==> config.mk <==
export PLATFORM = sky130hd
export DESIGN_NAME = subtick_calibration_averager_core
export DESIGN_NICKNAME = d
export VERILOG_FILES = /design/src/sv/scaa_pkg.sv /design/src/sv/scaa_ring.sv /design/src/sv/scaa_divider.sv /design/src/sv/subtick_calibration_averager_core.sv
export SDC_FILE = /design/constraint.sdc
export NUM_CORES = 1
export LEC_CHECK = 0
export ABC_CLOCK_PERIOD_IN_PS = 3600
export BUFFER_PORTS_ARGS = -buffer_cell sky130_fd_sc_hd__buf_2
export CAP_MARGIN = 25
export CORE_UTILIZATION = 42
export CTS_CLUSTER_SIZE = 14
export DETAILED_ROUTE_END_ITERATION = 16
export PLACE_DENSITY = 0.66
export REMOVE_ABC_BUFFERS = 1
export SYNTH_ARGS = -nofsm -noshare
export SYNTH_HDL_FRONTEND = slang
export SYNTH_SLANG_ARGS = --single-unit
==> constraint.sdc <==
create_clock -name clk -period 3.6 [get_ports clk]
set_input_delay 0.72 -clock clk [delete_from_list [all_inputs] [get_ports clk]]
set_output_delay 0.72 -clock clk [all_outputs]
set_load 0.02 [all_outputs]
==> src/sv/scaa_pkg.sv <==
// ----------------------------------------------------------------------------
// scaa_pkg: shared constants for the subtick calibration averager
// Field widths, configuration register indexes and register reset values.
// ----------------------------------------------------------------------------
`default_nettype none

package scaa_pkg;

    // Field widths
    localparam int TIME_W  = 16;
    localparam int OFFS_W  = 8;
    localparam int QUOT_W  = 8;
    localparam int CFG_IDX_W = 2;

    // Configuration register indexes
    localparam logic [CFG_IDX_W-1:0] CFG_BAND_LOW  = 2'd0;
    localparam logic [CFG_IDX_W-1:0] CFG_BAND_HIGH = 2'd1;
    localparam logic [CFG_IDX_W-1:0] CFG_FALLBACK  = 2'd2;

    // Configuration reset values
    localparam logic [OFFS_W-1:0] BAND_LOW_RST  = 8'd134;
    localparam logic [OFFS_W-1:0] BAND_HIGH_RST = 8'd165;
    localparam logic [OFFS_W-1:0] FALLBACK_RST  = 8'd149;

    typedef logic [OFFS_W-1:0] offs_t;

endpackage

`default_nettype wire

==> src/sv/scaa_ring.sv <==
// ----------------------------------------------------------------------------
// scaa_ring: offset ring storage
// One write port, one registered read port; per-entry valid bits make
// unwritten entries read as zero after reset.
// ----------------------------------------------------------------------------
`default_nettype none

module scaa_ring #(
    parameter int DEPTH = 16,
    parameter int AW    = 4
) (
    input  wire                 clk,
    input  wire                 rst_n,
    input  wire                 wr_en,
    input  wire [AW-1:0]        wr_addr,
    input  wire scaa_pkg::offs_t wr_data,
    input  wire [AW-1:0]        rd_addr,
    output scaa_pkg::offs_t     rd_data
);

    scaa_pkg::offs_t mem [DEPTH];
    logic [DEPTH-1:0] valid_reg;
    scaa_pkg::offs_t  rd_data_reg;

    // Mark entries as written
    always_ff @(posedge clk or negedge rst_n)
    begin
        if (!rst_n)
        begin
            valid_reg <= '0;
        end
        else if (wr_en)
        begin
            valid_reg[wr_addr] <= 1'b1;
        end
    end

    // Write and registered read
    always_ff @(posedge clk)
    begin
        if (wr_en)
        begin
            mem[wr_addr] <= wr_data;
        end
        rd_data_reg <= valid_reg[rd_addr] ? mem[rd_addr] : '0;
    end

    assign rd_data = rd_data_reg;

endmodule

`default_nettype wire

==> src/sv/scaa_divider.sv <==
// ----------------------------------------------------------------------------
// scaa_divider: serial restoring divider
// Produces an 8-bit quotient, one bit per cycle, using a single shared
// compare-and-subtract unit. The quotient is known to fit in 8 bits.
// ----------------------------------------------------------------------------
`default_nettype none

module scaa_divider #(
    parameter int CNT_W = 5,
    parameter int SUM_W = 13
) (
    input  wire                         clk,
    input  wire                         rst_n,
    input  wire                         start,
    input  wire [SUM_W-1:0]             dividend,
    input  wire [CNT_W-1:0]             divisor,
    output logic                        done,
    output logic [scaa_pkg::QUOT_W-1:0] quotient
);

    localparam int STEP_W = $clog2(scaa_pkg::QUOT_W);

    logic                        busy_reg, busy_next;
    logic                        done_reg, done_next;
    logic [STEP_W-1:0]           step_reg, step_next;
    logic [SUM_W-1:0]            rem_reg, rem_next;
    logic [SUM_W-1:0]            dvs_reg, dvs_next;
    logic [scaa_pkg::QUOT_W-1:0] quot_reg, quot_next;
    logic                        ge;

    // Shared compare-and-subtract
    assign ge = (rem_reg >= dvs_reg);

    always_comb
    begin
        busy_next = busy_reg;
        done_next = 1'b0;
        step_next = step_reg;
        rem_next  = rem_reg;
        dvs_next  = dvs_reg;
        quot_next = quot_reg;
        if (start)
        begin
            busy_next = 1'b1;
            step_next = '0;
            rem_next  = dividend;
            dvs_next  = SUM_W'(divisor) << (scaa_pkg::QUOT_W - 1);
            quot_next = '0;
        end
        else if (busy_reg)
        begin
            // Retire one quotient bit
            if (ge)
            begin
                rem_next = rem_reg - dvs_reg;
            end
            quot_next = {quot_reg[scaa_pkg::QUOT_W-2:0], ge};
            dvs_next  = dvs_reg >> 1;
            step_next = step_reg + 1'b1;
            if (step_reg == STEP_W'(scaa_pkg::QUOT_W - 1))
            begin
                busy_next = 1'b0;
                done_next = 1'b1;
            end
        end
    end

    // Control state
    always_ff @(posedge clk or negedge rst_n)
    begin
        if (!rst_n)
        begin
            busy_reg <= 1'b0;
            done_reg <= 1'b0;
            step_reg <= '0;
        end
        else
        begin
            busy_reg <= busy_next;
            done_reg <= done_next;
            step_reg <= step_next;
        end
    end

    // Datapath
    always_ff @(posedge clk)
    begin
        rem_reg  <= rem_next;
        dvs_reg  <= dvs_next;
        quot_reg <= quot_next;
    end

    assign done     = done_reg;
    assign quotient = quot_reg;

endmodule

`default_nettype wire

==> src/sv/subtick_calibration_averager_core.sv <==
// ----------------------------------------------------------------------------
// subtick_calibration_averager_core: subtick calibration averager
// Pairs capture timestamps into offsets, keeps them in a ring and averages
// the in-band entries with a serial walk and a serial divide.
// ----------------------------------------------------------------------------
//  Channel | Signals                                      | Direction
//  --------+----------------------------------------------+----------
//  in      | in_valid, in_stall, capture_time             | sink
//  out     | out_valid, out_stall, average_subticks,      | source
//          | latest_offset, used_fallback                 |
//  cfg     | cfg_valid, cfg_ready, cfg_index, cfg_data    | sink
//
//  The first beat of a pair only records the start time. After the second
//  beat the core is busy before the result is offered: it writes the offset,
//  walks the ring over the single ring read port, then runs the serial
//  divider; with no entry in band the divide is skipped.
//  in_stall is high after the second beat until its result is taken.
//  rst_n clears control state and the ring valid bits at once; cfg_ready is high.
// ----------------------------------------------------------------------------
`default_nettype none

module subtick_calibration_averager_core #(
    parameter int RING_DEPTH   = 16,
    parameter int OFFSET_SHIFT = 8
) (
    input  wire                             clk,
    input  wire                             rst_n,
    input  wire                             in_valid,
    output logic                            in_stall,
    input  wire [scaa_pkg::TIME_W-1:0]      capture_time,
    output logic                            out_valid,
    input  wire                             out_stall,
    output logic [scaa_pkg::OFFS_W-1:0]     average_subticks,
    output logic [scaa_pkg::OFFS_W-1:0]     latest_offset,
    output logic                            used_fallback,
    input  wire                             cfg_valid,
    output logic                            cfg_ready,
    input  wire [scaa_pkg::CFG_IDX_W-1:0]   cfg_index,
    input  wire [scaa_pkg::OFFS_W-1:0]      cfg_data
);

    localparam int AW    = (RING_DEPTH > 1) ? $clog2(RING_DEPTH) : 1;
    localparam int CW    = $clog2(RING_DEPTH + 1);
    localparam int SUM_W = scaa_pkg::OFFS_W + CW;

    localparam logic [2:0] ST_IDLE  = 3'd0;
    localparam logic [2:0] ST_WRITE = 3'd1;
    localparam logic [2:0] ST_WALK  = 3'd2;
    localparam logic [2:0] ST_DIV   = 3'd3;
    localparam logic [2:0] ST_OUT   = 3'd4;

    logic [2:0]                  state_reg, state_next;
    logic                        await_reg, await_next;
    logic [scaa_pkg::TIME_W-1:0] start_reg, start_next;
    logic [AW-1:0]               pos_reg, pos_next;
    logic [CW-1:0]               idx_reg, idx_next;
    logic [SUM_W-1:0]            sum_reg, sum_next;
    logic [CW-1:0]               cnt_reg, cnt_next;
    scaa_pkg::offs_t             offs_reg, offs_next;
    scaa_pkg::offs_t             avg_reg, avg_next;
    logic                        fb_reg, fb_next;
    scaa_pkg::offs_t             band_low_reg, band_high_reg, fallback_reg;

    logic [scaa_pkg::TIME_W-1:0] diff;
    scaa_pkg::offs_t             offs_calc;
    scaa_pkg::offs_t             rd_data;
    logic                        in_band;
    logic                        div_start;
    logic                        div_done;
    logic [scaa_pkg::QUOT_W-1:0] div_quot;
    logic                        in_acc;

    // Configuration writes
    assign cfg_ready = 1'b1;

    always_ff @(posedge clk or negedge rst_n)
    begin
        if (!rst_n)
        begin
            band_low_reg  <= scaa_pkg::BAND_LOW_RST;
            band_high_reg <= scaa_pkg::BAND_HIGH_RST;
            fallback_reg  <= scaa_pkg::FALLBACK_RST;
        end
        else if (cfg_valid && cfg_ready)
        begin
            case (cfg_index)
                scaa_pkg::CFG_BAND_LOW:  band_low_reg  <= cfg_data;
                scaa_pkg::CFG_BAND_HIGH: band_high_reg <= cfg_data;
                scaa_pkg::CFG_FALLBACK:  fallback_reg  <= cfg_data;
                default: ;
            endcase
        end
    end

    // Offset of the second capture against the start
    assign diff      = capture_time - start_reg;
    assign offs_calc = scaa_pkg::OFFS_W'(diff >> OFFSET_SHIFT);

    assign in_band = (rd_data >= band_low_reg) && (rd_data <= band_high_reg);
    assign in_acc  = in_valid && !in_stall;

    // Sequencer
    always_comb
    begin
        state_next = state_reg;
        await_next = await_reg;
        start_next = start_reg;
        pos_next   = pos_reg;
        idx_next   = idx_reg;
        sum_next   = sum_reg;
        cnt_next   = cnt_reg;
        offs_next  = offs_reg;
        avg_next   = avg_reg;
        fb_next    = fb_reg;
        div_start  = 1'b0;
        case (state_reg)
            ST_IDLE:
            begin
                if (in_acc)
                begin
                    if (!await_reg)
                    begin
                        start_next = capture_time;
                        await_next = 1'b1;
                    end
                    else
                    begin
                        offs_next  = offs_calc;
                        await_next = 1'b0;
                        state_next = ST_WRITE;
                    end
                end
            end
            ST_WRITE:
            begin
                // Store offset, advance ring position, arm the walk
                pos_next   = (pos_reg == AW'(RING_DEPTH - 1)) ? '0 : pos_reg + 1'b1;
                idx_next   = '0;
                sum_next   = '0;
                cnt_next   = '0;
                state_next = ST_WALK;
            end
            ST_WALK:
            begin
                // Registered read: read data belongs to the address of the previous cycle
                if (idx_reg != '0 && in_band)
                begin
                    sum_next = sum_reg + SUM_W'(rd_data);
                    cnt_next = cnt_reg + 1'b1;
                end
                idx_next = idx_reg + 1'b1;
                if (idx_reg == CW'(RING_DEPTH))
                begin
                    if (cnt_next == '0)
                    begin
                        avg_next   = fallback_reg;
                        fb_next    = 1'b1;
                        state_next = ST_OUT;
                    end
                    else
                    begin
                        div_start  = 1'b1;
                        state_next = ST_DIV;
                    end
                end
            end
            ST_DIV:
            begin
                if (div_done)
                begin
                    if (div_quot == '0)
                    begin
                        avg_next = fallback_reg;
                        fb_next  = 1'b1;
                    end
                    else
                    begin
                        avg_next = div_quot;
                        fb_next  = 1'b0;
                    end
                    state_next = ST_OUT;
                end
            end
            ST_OUT:
            begin
                if (!out_stall)
                begin
                    state_next = ST_IDLE;
                end
            end
            default:
            begin
                state_next = ST_IDLE;
            end
        endcase
    end

    // Control state
    always_ff @(posedge clk or negedge rst_n)
    begin
        if (!rst_n)
        begin
            state_reg <= ST_IDLE;
            await_reg <= 1'b0;
            start_reg <= '0;
            pos_reg   <= '0;
            idx_reg   <= '0;
            avg_reg   <= '0;
        end
        else
        begin
            state_reg <= state_next;
            await_reg <= await_next;
            start_reg <= start_next;
            pos_reg   <= pos_next;
            idx_reg   <= idx_next;
            avg_reg   <= avg_next;
        end
    end

    // Datapath
    always_ff @(posedge clk)
    begin
        sum_reg  <= sum_next;
        cnt_reg  <= cnt_next;
        offs_reg <= offs_next;
        fb_reg   <= fb_next;
    end

    scaa_ring #(
        .DEPTH (RING_DEPTH),
        .AW    (AW)
    ) u_ring (
        .clk     (clk),
        .rst_n   (rst_n),
        .wr_en   (state_reg == ST_WRITE),
        .wr_addr (pos_reg),
        .wr_data (offs_reg),
        .rd_addr (idx_reg[AW-1:0]),
        .rd_data (rd_data)
    );

    scaa_divider #(
        .CNT_W (CW),
        .SUM_W (SUM_W)
    ) u_divider (
        .clk      (clk),
        .rst_n    (rst_n),
        .start    (div_start),
        .dividend (sum_next),
        .divisor  (cnt_next),
        .done     (div_done),
        .quotient (div_quot)
    );

    // Outputs
    assign in_stall         = (state_reg != ST_IDLE);
    assign out_valid        = (state_reg == ST_OUT);
    assign average_subticks = avg_reg;
    assign latest_offset    = offs_reg;
    assign used_fallback    = fb_reg;

endmodule

`default_nettype wire

==> metrics.md <==
| Metric | Value |
|---|---|
| Die height | `176 um` |
| Reg2Reg Launch Point | `band_low_reg[2]$_DFFE_PN1P_` |
| Final net count | `1,092` |
| Worst Max-Slew Pin Slew | `0.839 ns` |
| Final instance area | `between 0.01 and 0.015 sq mm` |
| CP most frequent cell | `a21o_1` |
| DR WL/cell | `17.3 um` |
| Synth unique cells | `between 50 and 60` |
| Area delta synth->final | `13.2%` |
| Adder-cell share of the synthesized area | `under 10%` |
| Drt pass-1 iters | `5` |
| Worst VDD drop | `approximately 0.0004 V` |
| First-pass GRT wire length | `40,100 um` |
| Largest area contributor in the netlist | `edfxtp_1` |
| Hold_ws | `around 0.24 ns` |
| GRT Resource Usage Total | `between 10% and 20%` |
| Placeable Area | `0.0296 sq mm` |
| Worst path required time | `approximately 3.8 ns` |
| Die area | `~0.03 sq mm` |
| Max_slew headroom | `43.5%` |
| Dpl hpwl | `17,000 um` |
| WS Path Type | `reg -> reg` |
| Crit path to | `u_divider.rem_reg[3]$_DFFE_PP_` |
| Crit path DAT | `between 3 and 4 ns` |
| Slew Viols, Final | `0` |
| Static Leak | `5.66 nW` |
| Post-synthesis mux area share | `13.0%` |
| Initial antenna violation count | `0` |
| Hold Buf Count CTS | `0` |
| Family with the most delay on the worst path | `simple AND/OR/NAND/NOR gates` |
| Worst Clk Skew | `0.0224 ns` |
| EDFF count, synth | `about 160` |
| Post-layout min period | `3.33 ns` |
| CTS Buf Count | `30` |
| Grt total ovfl | `0` |
| ANT cells | `0` |
| Synth Warn # | `0` |
| Reg-to-reg setup timing slack | `around 0.27 ns` |
| Worst path max stage delay | `0.52 ns` |
| P_sw | `between 3 and 4 mW` |
| Starting Density | `between 40% and 50%` |
| R2R cell count | `10` |
| Routing usage on met2 | `27.0%` |
| Switch share | `30.9%` |
| Via count | `between 7,000 and 8,000` |
| Final WL | `24,500 um` |
| Largest net degree at the start of global routing | `55` |
| Clk buf depth | `3` |
| Worst-path cell chain | `inv_1, ha_1, a21o_1, a31oi_1, o21ai_0, a21o_1, nand3_2, mux2i_2, and2_2, nand3b_1` |
| Compound-Gate Fraction of Synth Area | `between 7 and 8%` |
| Gr busiest metal | `met2` |
| CTS tree | `built` |
| Chip Width | `176 um` |
| # rows | `63` |
| GPL Wtd Cong | `about 0.82` |
| I/O pin count | `51` |
| Int Pwr | `7.19 mW` |
| Part of the power in the clock network | `29.2%` |
| Run status | `completed` |
| Number of global-route vias before repair | `7,443` |
| Layout cell share with drive strength beyond 1 | `between 20% and 30%` |
| Synth top area share | `approximately 37%` |
| RSZ-0062 raised after global routing | `false` |
| Met3 Resource Use GR | `2.42%` |
| Synth Area in Simple Gates | `approximately a tenth` |
| Sequential share of power | `41.7%` |
| First DRT Iteration DRCs | `about 540` |
| Cells after Synth | `~940` |
| Via density | `roughly 5.2` |
| Worst Hold Class | `in -> async` |
| Comb pwr share | `about 29%` |
| Hold Fails Final Rpt | `0` |
| Finished Core Util | `48.4%` |
| Root Driver | `clkbuf_16` |
| MaxCap Viol Count | `0` |
| Fmax | `301 MHz` |
| Post-Synth XOR/XNOR Area | `1.73%` |
| Cell Area, Placed | `0.0134 sq mm` |
| Slowest-stage cell, CP | `nand3b_1` |
| Clock Pin Slew Worst Setup and Hold Paths | `approximately 0.06 ns` |
| Syn_area_per_cell | `between 10 and 15 sq um` |
| CP Max Fanout | `13` |
| Residual DRC | `0` |
| Final-report setup violation count | `0` |
| Stages on the worst setup path | `10` |
| Mapped Area | `between 0.01 and 0.015 sq mm` |
| Largest cells by area after synthesis | `edfxtp_1, dfrtp_1, mux4_2` |
| Postcts setup bufs | `0` |
| Main combinational cell family by area after synthesis | `multiplexers` |
| PD cells | `about 730 mW/mm^2` |
| Top post-synthesis cells by count | `edfxtp_1, dfrtp_1, nand2_1, ha_1, inv_1` |
| Htree depth | `1` |
| Critical Path End Type | `flop` |
| Final ANT Viol Nets | `0` |
| Max reg flops | `approximately 130` |
| Crit share post-route | `a little over 90%` |
| Top FF cell, synth | `edfxtp_1` |
| Reg2reg end | `u_divider.rem_reg[3]$_DFFE_PP_` |
| Clk_lat worst skew | `~0.55 ns` |
| CP startpoint | `band_low_reg[2]$_DFFE_PN1P_` |
| Most frequent cell after synthesis | `edfxtp_1` |
| Critical Path Start Type | `flop` |
| Synthesized flop and latch total | `between 200 and 300` |
| GR Util met1 | `a little under a quarter` |
| Clock sinks | `roughly 280` |
| Post_cts resized | `0` |
| I/O Buffers | `49` |
| Worst Path Buf+Inv | `1` |
| Post-synth ARST share | `roughly 29%` |
| Post-synthesis sequential area ratio | `between 50 and 60%` |
-- power groups by stage --
stage               logic, mW  clock network (mW)  registers [mW]
floorplan                2.07                   0            4.49
global placement         3.01                   0            4.39
detailed placement       3.05                   0            4.42
CTS                      3.07                3.11            4.36
global route             3.37                3.24            4.42
finish                   3.03                3.04            4.35
-- placed cells by master (no fill, tap or decap), types with 18 or more instances in the layout --
| master | instances |
|---|---|
| xnor2_1 | 18 |
| nand3_1 | 30 |
| inv_1 | 56 |
| nor2_1 | 41 |
| mux2_2 | 39 |
| or2_2 | 20 |
| nand2_1 | 60 |
| dfrtp_1 | 70 |
| mux2i_1 | 18 |
| a21oi_1 | 26 |
| clkbuf_16 | 30 |
| o21ai_0 | 54 |
| mux4_2 | 44 |
| buf_2 | 48 |
| ha_1 | 59 |
| and2_1 | 20 |
| dfxtp_1 | 41 |
| edfxtp_1 | 155 |
-- worst reg2reg max path, delay by kind of cell, from the launching register on --
kind | cells | cell delay (ns)
simple gates | 3 | 0.93
compound gates | 4 | 0.73
flops | 1 | 0.51
mux | 1 | 0.44
fa+ha+maj | 1 | 0.30
buf+inv | 1 | 0.04
-- per-stage QoR --
stage / setup TNS, ns / std cells / power (mW) / setup WS (ns)
2_1_floorplan: -8.46 / 906 / 6.56 / -0.388
3_3_place_gp: 0 / 1358 / 7.40 / 0.356
3_5_place_dp: 0 / 1358 / 7.47 / 0.254
4_1_cts: 0 / 1413 / 10.5 / 0.237
5_1_grt: 0 / 1413 / 11.0 / 0.0381
6_report: 0 / 1413 / 10.4 / 0.273
-- cell families after synthesis --
group                      count (synthesis)
muxes                                    104
buffers and inverters                     88
DFF                                      278
AOI/OAI and AO/OA                        146
adders and majority gates                 61
and+or+nand+nor                          235
xor gates and xnor gates                  25
other                                      1
-- area by class of cell --
cell class / count / area [sq um]
tap: 390 / 488
fill: 2649 / 15300
clock inverter: 18 / 199
multi-input combinational: 572 / 4770
inverter: 56 / 210
clock buffer: 37 / 777
timing repair buffer: 62 / 370
sequential: 278 / 7540
-- per-layer routing --
metal | part of all wire [%] | vias to the layer above
met4 | 1.7 | 0
met1 | 46 | 3636
met5 | 0 | -
met3 | 4.2 | 33
li1 | - | 3588
met2 | 48 | 140
-- how the worst min path moves through the flow --
stage,end,slack (ns),cells past startpoint
final,band_low_reg[4]$_DFFE_PN0P_,0.24,1
after global routing,band_low_reg[3]$_DFFE_PN0P_,0.30,1
after CTS,fallback_reg[3]$_DFFE_PN0P_,0.26,1
after detailed placement,u_ring.valid_reg[9]$_DFFE_PN0P_,0.45,1
after global placement,u_ring.valid_reg[13]$_DFFE_PN0P_,0.45,1
after floorplan,average_subticks[0]$_DFFE_PN0P_,0.42,0
Power figures use the tool's default switching activity.
